### src/design/fpr_pkg.sv
// Package with codes, header bytes and the heartbeat table of the framed packet receiver.
`default_nettype none

package fpr_pkg;

    localparam int STORE_DEPTH_DEFAULT = 256;

    localparam logic [7:0] HDR_FIRST      = 8'h4E;
    localparam logic [7:0] HDR_SECOND     = 8'h52;
    localparam logic [7:0] TYPE_HEARTBEAT = 8'h00;
    localparam logic [7:0] TYPE_PACKET    = 8'h01;

    localparam logic [1:0] OP_RX      = 2'd0;
    localparam logic [1:0] OP_READ    = 2'd1;
    localparam logic [1:0] OP_RELEASE = 2'd2;

    localparam logic [1:0] KIND_STATUS = 2'd0;
    localparam logic [1:0] KIND_TX     = 2'd1;
    localparam logic [1:0] KIND_READ   = 2'd2;

    localparam logic [1:0] BEAT_COUNT_LAST = 2'd2;

    // Heartbeat answer: the header bytes followed by the heartbeat type.
    function automatic logic [7:0] beat_byte(input logic [1:0] idx);
        logic [7:0] b;
        case (idx)
            2'd0:    b = HDR_FIRST;
            2'd1:    b = HDR_SECOND;
            default: b = TYPE_HEARTBEAT;
        endcase
        return b;
    endfunction

endpackage

`default_nettype wire

### src/design/framed_packet_receiver.sv
// Framed packet receiver: header matcher, packet buffer memory and result stages.
//
// Usage. Each input beat carries an opcode: 0 hands in one received serial byte,
// 1 reads one entry of the 256-byte packet buffer, 2 releases a completed packet.
// Bytes are matched against the header 'N','R' and a type byte; type 0 answers
// with the three heartbeat bytes 4E 52 00, type 1 starts storing a packet whose
// length is the first stored byte. Every input beat causes one result beat, and
// a heartbeat causes three, the final one marked by last. Every result also
// reports the receiving and complete flags and the write position.
// Path: a result goes from the accepted input beat through the buffer read and
// middle stage register, then through the output register. Throughput is one
// input beat per cycle while the output is ready; a heartbeat keeps the output
// busy for its three bytes, during which one more input beat can wait in
// the middle stage. The buffer is a synchronous single-write, single-read memory;
// writes and reads happen at the accept edge, so a read right after a write to
// the same entry already sees the new byte.
// Reset clears the matcher, the flags, the write position and both stages; the
// buffer contents are not cleared and entries never written read as garbage.
// When the receiver stalls, the output beat holds, the middle stage fills and
// in_ready then falls until the output drains.
`default_nettype none

module framed_packet_receiver #(
    parameter int STORE_DEPTH = fpr_pkg::STORE_DEPTH_DEFAULT
) (
    input  wire logic       clk,
    input  wire logic       rst_n,
    input  wire logic       in_valid,
    output logic            in_ready,
    input  wire logic [1:0] opcode,
    input  wire logic [7:0] rx_byte,
    input  wire logic [7:0] read_index,
    output logic            out_valid,
    input  wire logic       out_ready,
    output logic [1:0]      kind,
    output logic [7:0]      value,
    output logic            last,
    output logic            fail_safe_reset,
    output logic            receiving,
    output logic            packet_complete,
    output logic [7:0]      bytes_stored
);
    import fpr_pkg::*;

    localparam int ADDR_W = $clog2(STORE_DEPTH);

    // Header matcher states.
    localparam logic [1:0] HS_IDLE    = 2'd0;
    localparam logic [1:0] HS_SEEN_N  = 2'd1;
    localparam logic [1:0] HS_SEEN_NR = 2'd2;

    // Architectural state.
    logic [1:0] stage_reg, stage_next;
    logic       recv_reg, recv_next;
    logic       comp_reg, comp_next;
    logic [7:0] pos_reg, pos_next;
    logic [7:0] len_reg, len_next;

    // Packet buffer and its registered read port.
    logic [7:0] store [STORE_DEPTH];
    logic [7:0] rd_data_reg;
    logic       mem_we;

    // Middle stage: one result waiting behind the output register.
    logic       a_valid_reg;
    logic [1:0] a_kind_reg;
    logic [7:0] a_value_reg;
    logic       a_read_reg;
    logic       a_beat_reg;
    logic       a_pulse_reg;
    logic       a_recv_reg;
    logic       a_comp_reg;
    logic [7:0] a_pos_reg;

    // Output register.
    logic       o_valid_reg;
    logic [1:0] o_kind_reg;
    logic [7:0] o_value_reg;
    logic       o_last_reg;
    logic       o_pulse_reg;
    logic       o_recv_reg;
    logic       o_comp_reg;
    logic [7:0] o_pos_reg;
    logic [1:0] o_cnt_reg;

    // Result of the beat being accepted.
    logic [1:0] res_kind;
    logic [7:0] res_value;
    logic       res_read;
    logic       res_beat;
    logic       res_pulse;

    logic in_fire;
    logic out_fire;
    logic a_move;
    logic [1:0] cnt_inc;

    assign out_fire = o_valid_reg && out_ready;
    // The middle stage moves on when the output is empty or its final beat leaves.
    assign a_move   = a_valid_reg && (!o_valid_reg || (out_ready && o_last_reg));
    assign in_ready = !a_valid_reg || a_move;
    assign in_fire  = in_valid && in_ready;
    assign cnt_inc  = o_cnt_reg + 2'd1;

    // Next-state logic of the matcher, flags and write position.
    always_comb
    begin
        stage_next = stage_reg;
        recv_next  = recv_reg;
        comp_next  = comp_reg;
        pos_next   = pos_reg;
        len_next   = len_reg;
        mem_we     = 1'b0;
        res_kind   = KIND_STATUS;
        res_value  = 8'h00;
        res_read   = 1'b0;
        res_beat   = 1'b0;
        res_pulse  = 1'b0;
        case (opcode)
            OP_READ:
            begin
                res_kind = KIND_READ;
                res_read = 1'b1;
            end
            OP_RELEASE:
            begin
                comp_next = 1'b0;
            end
            OP_RX:
            begin
                if (!comp_reg)
                begin
                    if (recv_reg)
                    begin
                        // Payload byte: store it, the first one is the length.
                        mem_we = in_fire;
                        if (pos_reg == 8'h00)
                        begin
                            len_next = rx_byte;
                        end
                        if (pos_reg != 8'h00 && pos_reg == len_reg)
                        begin
                            recv_next = 1'b0;
                            comp_next = 1'b1;
                        end
                        pos_next = pos_reg + 8'd1;
                    end
                    else
                    begin
                        case (stage_reg)
                            HS_IDLE:
                            begin
                                stage_next = (rx_byte == HDR_FIRST) ? HS_SEEN_N : HS_IDLE;
                            end
                            HS_SEEN_N:
                            begin
                                stage_next = (rx_byte == HDR_SECOND) ? HS_SEEN_NR : HS_IDLE;
                            end
                            HS_SEEN_NR:
                            begin
                                // Any type byte pulses the fail-safe reset.
                                stage_next = HS_IDLE;
                                res_pulse  = 1'b1;
                                if (rx_byte == TYPE_HEARTBEAT)
                                begin
                                    res_beat  = 1'b1;
                                    res_kind  = KIND_TX;
                                    res_value = beat_byte(2'd0);
                                end
                                else if (rx_byte == TYPE_PACKET)
                                begin
                                    pos_next  = 8'h00;
                                    recv_next = 1'b1;
                                end
                            end
                            default:
                            begin
                                stage_next = HS_IDLE;
                            end
                        endcase
                    end
                end
            end
            default:
            begin
            end
        endcase
    end

    always_ff @(posedge clk or negedge rst_n)
    begin
        if (!rst_n)
        begin
            stage_reg <= HS_IDLE;
            recv_reg  <= 1'b0;
            comp_reg  <= 1'b0;
            pos_reg   <= 8'h00;
            len_reg   <= 8'h00;
        end
        else if (in_fire)
        begin
            stage_reg <= stage_next;
            recv_reg  <= recv_next;
            comp_reg  <= comp_next;
            pos_reg   <= pos_next;
            len_reg   <= len_next;
        end
    end

    // Buffer memory: write and read both at the accept edge.
    always_ff @(posedge clk)
    begin
        if (mem_we)
        begin
            store[pos_reg[ADDR_W-1:0]] <= rx_byte;
        end
        if (in_fire && opcode == OP_READ)
        begin
            rd_data_reg <= store[read_index[ADDR_W-1:0]];
        end
    end

    // Middle stage.
    always_ff @(posedge clk or negedge rst_n)
    begin
        if (!rst_n)
        begin
            a_valid_reg <= 1'b0;
        end
        else if (in_fire)
        begin
            a_valid_reg <= 1'b1;
        end
        else if (a_move)
        begin
            a_valid_reg <= 1'b0;
        end
    end

    always_ff @(posedge clk)
    begin
        if (in_fire)
        begin
            a_kind_reg  <= res_kind;
            a_value_reg <= res_value;
            a_read_reg  <= res_read;
            a_beat_reg  <= res_beat;
            a_pulse_reg <= res_pulse;
            a_recv_reg  <= recv_next;
            a_comp_reg  <= comp_next;
            a_pos_reg   <= pos_next;
        end
    end

    // Output register; a heartbeat steps through its three bytes here.
    always_ff @(posedge clk or negedge rst_n)
    begin
        if (!rst_n)
        begin
            o_valid_reg <= 1'b0;
            o_last_reg  <= 1'b0;
            o_cnt_reg   <= 2'd0;
        end
        else if (out_fire && !o_last_reg)
        begin
            o_cnt_reg  <= cnt_inc;
            o_last_reg <= (cnt_inc == BEAT_COUNT_LAST);
        end
        else if (a_move)
        begin
            o_valid_reg <= 1'b1;
            o_last_reg  <= !a_beat_reg;
            o_cnt_reg   <= 2'd0;
        end
        else if (out_fire)
        begin
            o_valid_reg <= 1'b0;
        end
    end

    always_ff @(posedge clk)
    begin
        if (out_fire && !o_last_reg)
        begin
            o_value_reg <= beat_byte(cnt_inc);
        end
        else if (a_move)
        begin
            o_kind_reg  <= a_kind_reg;
            o_value_reg <= a_read_reg ? rd_data_reg : a_value_reg;
            o_pulse_reg <= a_pulse_reg;
            o_recv_reg  <= a_recv_reg;
            o_comp_reg  <= a_comp_reg;
            o_pos_reg   <= a_pos_reg;
        end
    end

    assign out_valid       = o_valid_reg;
    assign kind            = o_kind_reg;
    assign value           = o_value_reg;
    assign last            = o_last_reg;
    assign fail_safe_reset = o_pulse_reg;
    assign receiving       = o_recv_reg;
    assign packet_complete = o_comp_reg;
    assign bytes_stored    = o_pos_reg;

endmodule

`default_nettype wire

### config.mk
export PLATFORM = sky130hd
export DESIGN_NAME = framed_packet_receiver
export DESIGN_NICKNAME = d
export VERILOG_FILES = /design/src/design/fpr_pkg.sv /design/src/design/framed_packet_receiver.sv
export SDC_FILE = /design/constraint.sdc
export NUM_CORES = 2
export LEC_CHECK = 0
export BUFFER_PORTS_ARGS = -buffer_cell sky130_fd_sc_hd__buf_4
export CELL_PAD_IN_SITES_DETAIL_PLACEMENT = 2
export CELL_PAD_IN_SITES_GLOBAL_PLACEMENT = 2
export CORE_MARGIN = 2
export CORE_UTILIZATION = 46
export DETAILED_ROUTE_END_ITERATION = 7
export PLACE_DENSITY = 0.86
export SYNTH_ARGS = -nofsm -noshare
export SYNTH_HDL_FRONTEND = slang
export SYNTH_SLANG_ARGS = --single-unit
### constraint.sdc
create_clock -name clk -period 2.7 [get_ports clk]
set_input_delay 0.405 -clock clk [delete_from_list [all_inputs] [get_ports clk]]
set_output_delay 0.405 -clock clk [all_outputs]
set_load 0.005 [all_outputs]
Word level (Yosys, flattened, before mapping)
Memory sizes are Yosys's and may differ from the RTL's. A register that Yosys moved wholly into a read port is not among the register bits.
Cells that the tools add are included.
{"block": "totals", "regBits": 69, "latchBits": 0, "ram_bits": 2048, "rom_bits": 0, "memories": 1}
{"memory": "store", "words": 256, "word_bits": 8, "read_ports": 1, "rd_ports_with_merged_regs": 1, "write_ports": 1, "line": "framed_packet_receiver.sv:60", "text": "logic [7:0] store [STORE_DEPTH];"}
{"block": "op_classes", "add_sub_neg": 2, "multipliers": 0, "div_mod_pow": 0, "order_cmp": 0, "eq_ne": 10, "n_shift": 0, "muxes": 46, "n_bitwise": 5, "reduce_logical": 28}
{"cell": "8-bit two-way mux", "n": 9}
{"cell": "1-bit two-way mux", "n": 29}
{"cell": "8-bit by 7-bit equality test with 1-bit output, second input constant", "n": 2}
{"cell": "8-bit zero test", "n": 2}
{"cell": "7-bit case mux with 2 select lines", "n": 1}
{"cell": "8-bit by 1-bit adder with 8-bit output, second input constant", "n": 1}
{"cell": "8-bit by 1-bit equality test with 1-bit output, second input constant", "n": 1}
{"cell": "8-bit equality test", "n": 1}
{"cell": "2-bit case mux with 2 select lines", "n": 2}
{"cell": "8-bit nonzero test", "n": 1}
{"cell": "1-bit logical AND", "n": 7}
{"cell": "7-bit two-way mux", "n": 1}
{"cell": "2-bit by 1-bit equality test with 1-bit output, second input constant", "n": 3}
{"cell": "2-bit equality test, second input constant", "n": 3}
{"cell": "2-bit zero test", "n": 3}
{"cell": "2-bit two-way mux", "n": 3}
{"cell": "2-bit nonzero test", "n": 3}
{"cell": "1-bit NOT", "n": 5}
{"cell": "5-bit AND reduction", "n": 1}
{"cell": "1-bit zero test", "n": 4}
{"cell": "2-bit AND reduction", "n": 2}
{"cell": "4-bit AND reduction", "n": 1}
{"cell": "4-bit OR reduction", "n": 1}
{"cell": "3-bit OR reduction", "n": 1}
{"cell": "other kinds (3)", "n": 4}

Logic depth before layout (Yosys ltp)
{"block": "logic_depth", "ltp_word": 10, "mapped_depth": 11, "depth_no_buf": 8}

Least setup slack after synthesis
OpenSTA, ideal clock, no wires.
{"block": "synth_timing", "kind": "register to register", "start": "register o_valid_reg (netlist: out_valid)", "end": "memory store[208][0] (enable)", "setup_ns": 0.370, "arrival_time_ns": 2.241, "required_ns": 2.330, "setup_slack_ns": 0.089, "path_stages_with_launch": 9, "path_buffers": 1, "period_less_slack_ns": 2.611, "path_cell_list": "dfrtp_1 > a21bo_1 > o21ai_1 > inv_2 > and3_1 > nor2b_1 > nand3_1 > buf_2 > nor2_1"}
{"block": "synth_between", "elab_chain_len": 10}
{"element": "start, declared", "line": "framed_packet_receiver.sv:76", "text": "logic o_valid_reg;"}
{"element": "start signal, assigned", "line": "framed_packet_receiver.sv:260", "text": "o_valid_reg <= 1'b0;"}
{"element": "start signal, assigned", "line": "framed_packet_receiver.sv:271", "text": "o_valid_reg <= 1'b1;"}
{"element": "start signal, assigned", "line": "framed_packet_receiver.sv:277", "text": "o_valid_reg <= 1'b0;"}
{"element": "1-bit zero test", "line": "framed_packet_receiver.sv:100", "text": "assign a_move = a_valid_reg && (!o_valid_reg || (out_ready && o_last_reg));"}
{"element": "1-bit logical OR", "line": "framed_packet_receiver.sv:100"}
{"element": "1-bit logical AND", "line": "framed_packet_receiver.sv:100"}
{"element": "1-bit logical OR", "line": "framed_packet_receiver.sv:101", "text": "assign in_ready = !a_valid_reg || a_move;"}
{"element": "1-bit logical AND", "line": "framed_packet_receiver.sv:102", "text": "assign in_fire = in_valid && in_ready;"}
{"element": "via in_fire", "line": "framed_packet_receiver.sv:93", "text": "logic in_fire;"}
{"element": "1-bit two-way mux", "line": "framed_packet_receiver.sv:133", "text": "if (recv_reg)"}
{"element": "1-bit two-way mux", "line": "framed_packet_receiver.sv:131", "text": "if (!comp_reg)"}
{"element": "1-bit two-way mux", "line": "framed_packet_receiver.sv:119", "text": "case (opcode)"}
{"element": "1-bit two-way mux", "line": "framed_packet_receiver.sv:213", "text": "if (mem_we)"}
{"element": "1-bit two-way mux (not written as such)", "line": "framed_packet_receiver.sv:215", "text": "store[pos_reg[ADDR_W-1:0]] <= rx_byte;"}
{"element": "end, declared", "line": "framed_packet_receiver.sv:60"}
The timed path passes the listed nets, and every way through them passes these cells.

==> impl_metrics.tcl <==
set metrics [dict create \
    worst-endpoint-required_ps 3340 \
    p_leak_uw 0.0319 \
    synth-main-ff-cell "edfxtp_1" \
    ant_nets 0 \
    yosysTopAreaCellShare 0.763 \
    largest_reg_flops 2048 \
    multi_input_area_sq_um 18000 \
    clk_latency_ps 930 \
    antenna_found_initial 17 \
    drcViolationCount 0 \
    wl_per_cell_um 50.1 \
    cap_violations 0 \
    seq_area_frac_synth 0.771 \
    run_status "finished, violations left" \
    rrSetupSlack_ps -110 \
    register_area_sq_um 63400 \
    drive_above_1_share 0.327 \
    worstHoldStart "opcode[0]" \
    yosysMostFrequentCell "edfxtp_1" \
    finalNetCount 4730 \
    fin_skew_ps 49.7 \
    r2r-start "store[36][1]" \
    slowest_stage "nor4_1" \
    critPathArrivalTime_ps 3460 \
    place_ws_ps -961 \
    rows 155 \
    htreeDepth 4 \
    crit_cells 11 \
    fin_crit_ps 2810 \
    yosys.area.top_type "edfxtp_1" \
    dp_hpwl_um 210000 \
    worstRegToRegCells 5 \
    fin_hold_ws_ps 58.9 \
    first_pass_iters 6 \
    fp.dieH_um 427 \
    drtIter0Drc 8271 \
    ys_ff_latch 2116 \
    path_cells "buf_8 > buf_12 > buf_12 > buf_4 > mux2i_1 > o22ai_1 > o21ai_0 > a21oi_2 > nor3_1 > buf_4 > nor4_1" \
    ys_async_sr_fraction 0.0118 \
    synth_common_cells "2091 x edfxtp_1, 417 x mux4_2, 286 x nor2_1" \
    rsz0062_at_grt "true" \
    slew_headroom -0.0219 \
    rr_endpoint "rd_data_reg[1]" \
    grt_overflow 0 \
    synth_nets 4034 \
    cts_tree "built" \
    design_area_sq_um 97800 \
    fin_crit_sh 1.04 \
    power.density_nw_per_um2 749 \
    cts.sinks 2116 \
    ir_drop_v 0.00108 \
    area_growth_pct 18.8 \
    viasPerCell 7.13 \
    grt_use_total 0.399 \
    path_clk_slew_ps 70 \
    initial_core_util 0.462 \
    nFillCells 14800 \
    max_freq_mhz 355 \
    die_w_um 427 \
    gp_congestion 0.862 \
    holdPathStages 4 \
    worstMarginPinSlew_ps 1530 \
    hold_violations 0 \
    num_io_pins 46 \
    coreArea_sq_um 178000 \
    setup_viol 181 \
    critPathCaptureType "flip-flop" \
    grt_pass1_vias 52900 \
    cts_made_buffers 216 \
    grt_first_pass_wirelength_um 489000 \
    synth_warnings 0 \
    cp_max_fo 20 \
    min_path_type "in -> reg" \
    synthCells 4005 \
    synth.area.top_cells "edfxtp_1 76%, mux4_2 11%, mux2i_1 2.3%" \
    startpoint_type "input pin" \
    crit_family "buffers and inverters" \
    drv_slew 43 \
    slowest_delay_ps 500 \
    numPortBuffers 45 \
    synth_edf_count 2091 \
    ys_types 71 \
    startpoint "read_index[0]" \
    fin_setup_tns_ps -4510 \
    violations "max-slew violations, negative setup slack" \
    crit_buf_inv 5 \
    dp.cells 6821 \
    vias 51700 \
    avgSynthCellArea_sq_um 20.5 \
    cts-root-buf "clkbuf_16" \
    place_area_sq_um 90000 \
    syn-cell-area_sq_um 82300 \
    grt_max_degree 188 \
    clockBufferDepth 3 \
    crit_type "in -> reg" \
    layout_setup_ws_ps -115 \
    crit_path_end "rd_data_reg[1]" \
    die_area_sq_um 182000 \
    routed_wl_um 363000 \
    layout.cells.non_filler 7245 \
]
-- report_power, final --
part           internal, uW  switching, uW  total, uW
clock network         16700          14900      31500
registers             36300            217      36500
logic                  1730           3440       5170
total                 54700          18500      73200
-- repair_timing --
action                      CTS  global route
setup endpoints to repair  1372           820
hold buffers                  9             0
pin swaps                     7             4
gates cloned                  1             0
setup buffers                 7             0
gates resized for setup     135            58
hold endpoints to repair     71             0
-- logic make-up (layout without fill, tap and decap cells) --
kind of cell / Yosys count / count (layout) / synth area share
AO/OA/AOI/OAI: 489 / 489 / 0.0402
flip-flops: 2116 / 2116 / 0.771
AND/OR/NAND/NOR: 505 / 505 / 0.0281
buffers and inverters: 254 / 1131 / 0.0193
multiplexers: 623 / 623 / 0.139
XOR/XNOR: 11 / 11 / 0.00117
adder cells (fa/ha/maj): 7 / 7 / 0.00106
other: 0 / 8 / 0
-- per-stage QoR --
step / total power, uW / utilization
floorplan: 39100 / -
global placement: 41400 / 0.505
detailed placement: 41900 / 0.505
CTS: 72400 / 0.548
global route: 74100 / 0.549
finish: 73200 / 0.549
-- worst min path at each step --
stage,slack (ps),endpoint
after floorplan,110,a_valid_reg
after detailed placement,360,recv_reg
after global routing,50,a_kind_reg[1]
after CTS,30,a_kind_reg[1]
after global placement,350,pos_reg[5]
final,60,a_kind_reg[1]
-- worst register-to-register path, cell delays in order (launching register included) --
cell	delay, ps
edfxtp_1	510
mux4_2	560
o21ai_0	390
nand4_1	340
nor3_2	560
nor4_1	210
-- per-layer routing --
layer	global-route usage	up-vias	share of wire
met5	0	-	0.00023
met4	0.252	12	0.080
met3	0.102	1323	0.11
met2	0.633	4745	0.47
met1	0.491	27500	0.34
li1	-	18100	-
-- cell type report --
class                           instances  share of cell area
Sequential cell                      2116               0.649
Multi-Input combinational cell       1635               0.184
Timing Repair Buffer                  718              0.0669
Clock buffer                          278              0.0593
Tap cell                             2355              0.0301
Clock inverter                        121              0.0102
Inverter                               14            0.000538
Antenna cell                            8            0.000205
-- layout by cell type (no fill, tap or decap), drive strengths merged, types with 5 or more instances in the layout --
cell	n
a21o	6
a21oi	122
a221oi	22
a22o	15
a22oi	163
a311oi	6
and2	7
and3	8
buf	705
bufinv	16
clkbuf	283
clkinv	94
clkinvlp	5
dfrtp	25
diode	8
dlygate4sd3	8
edfxtp	2091
ha	7
inv	20
mux2	15
mux2i	191
mux4	417
nand2	56
nand2b	10
nand3	29
nand4	9
nor2	288
nor2b	15
nor3	29
nor4	24
o211ai	9
o21ai	53
o221ai	33
o22ai	37
or2	9
xnor2	10
Note: power is estimated with default switching activity, not from simulation.
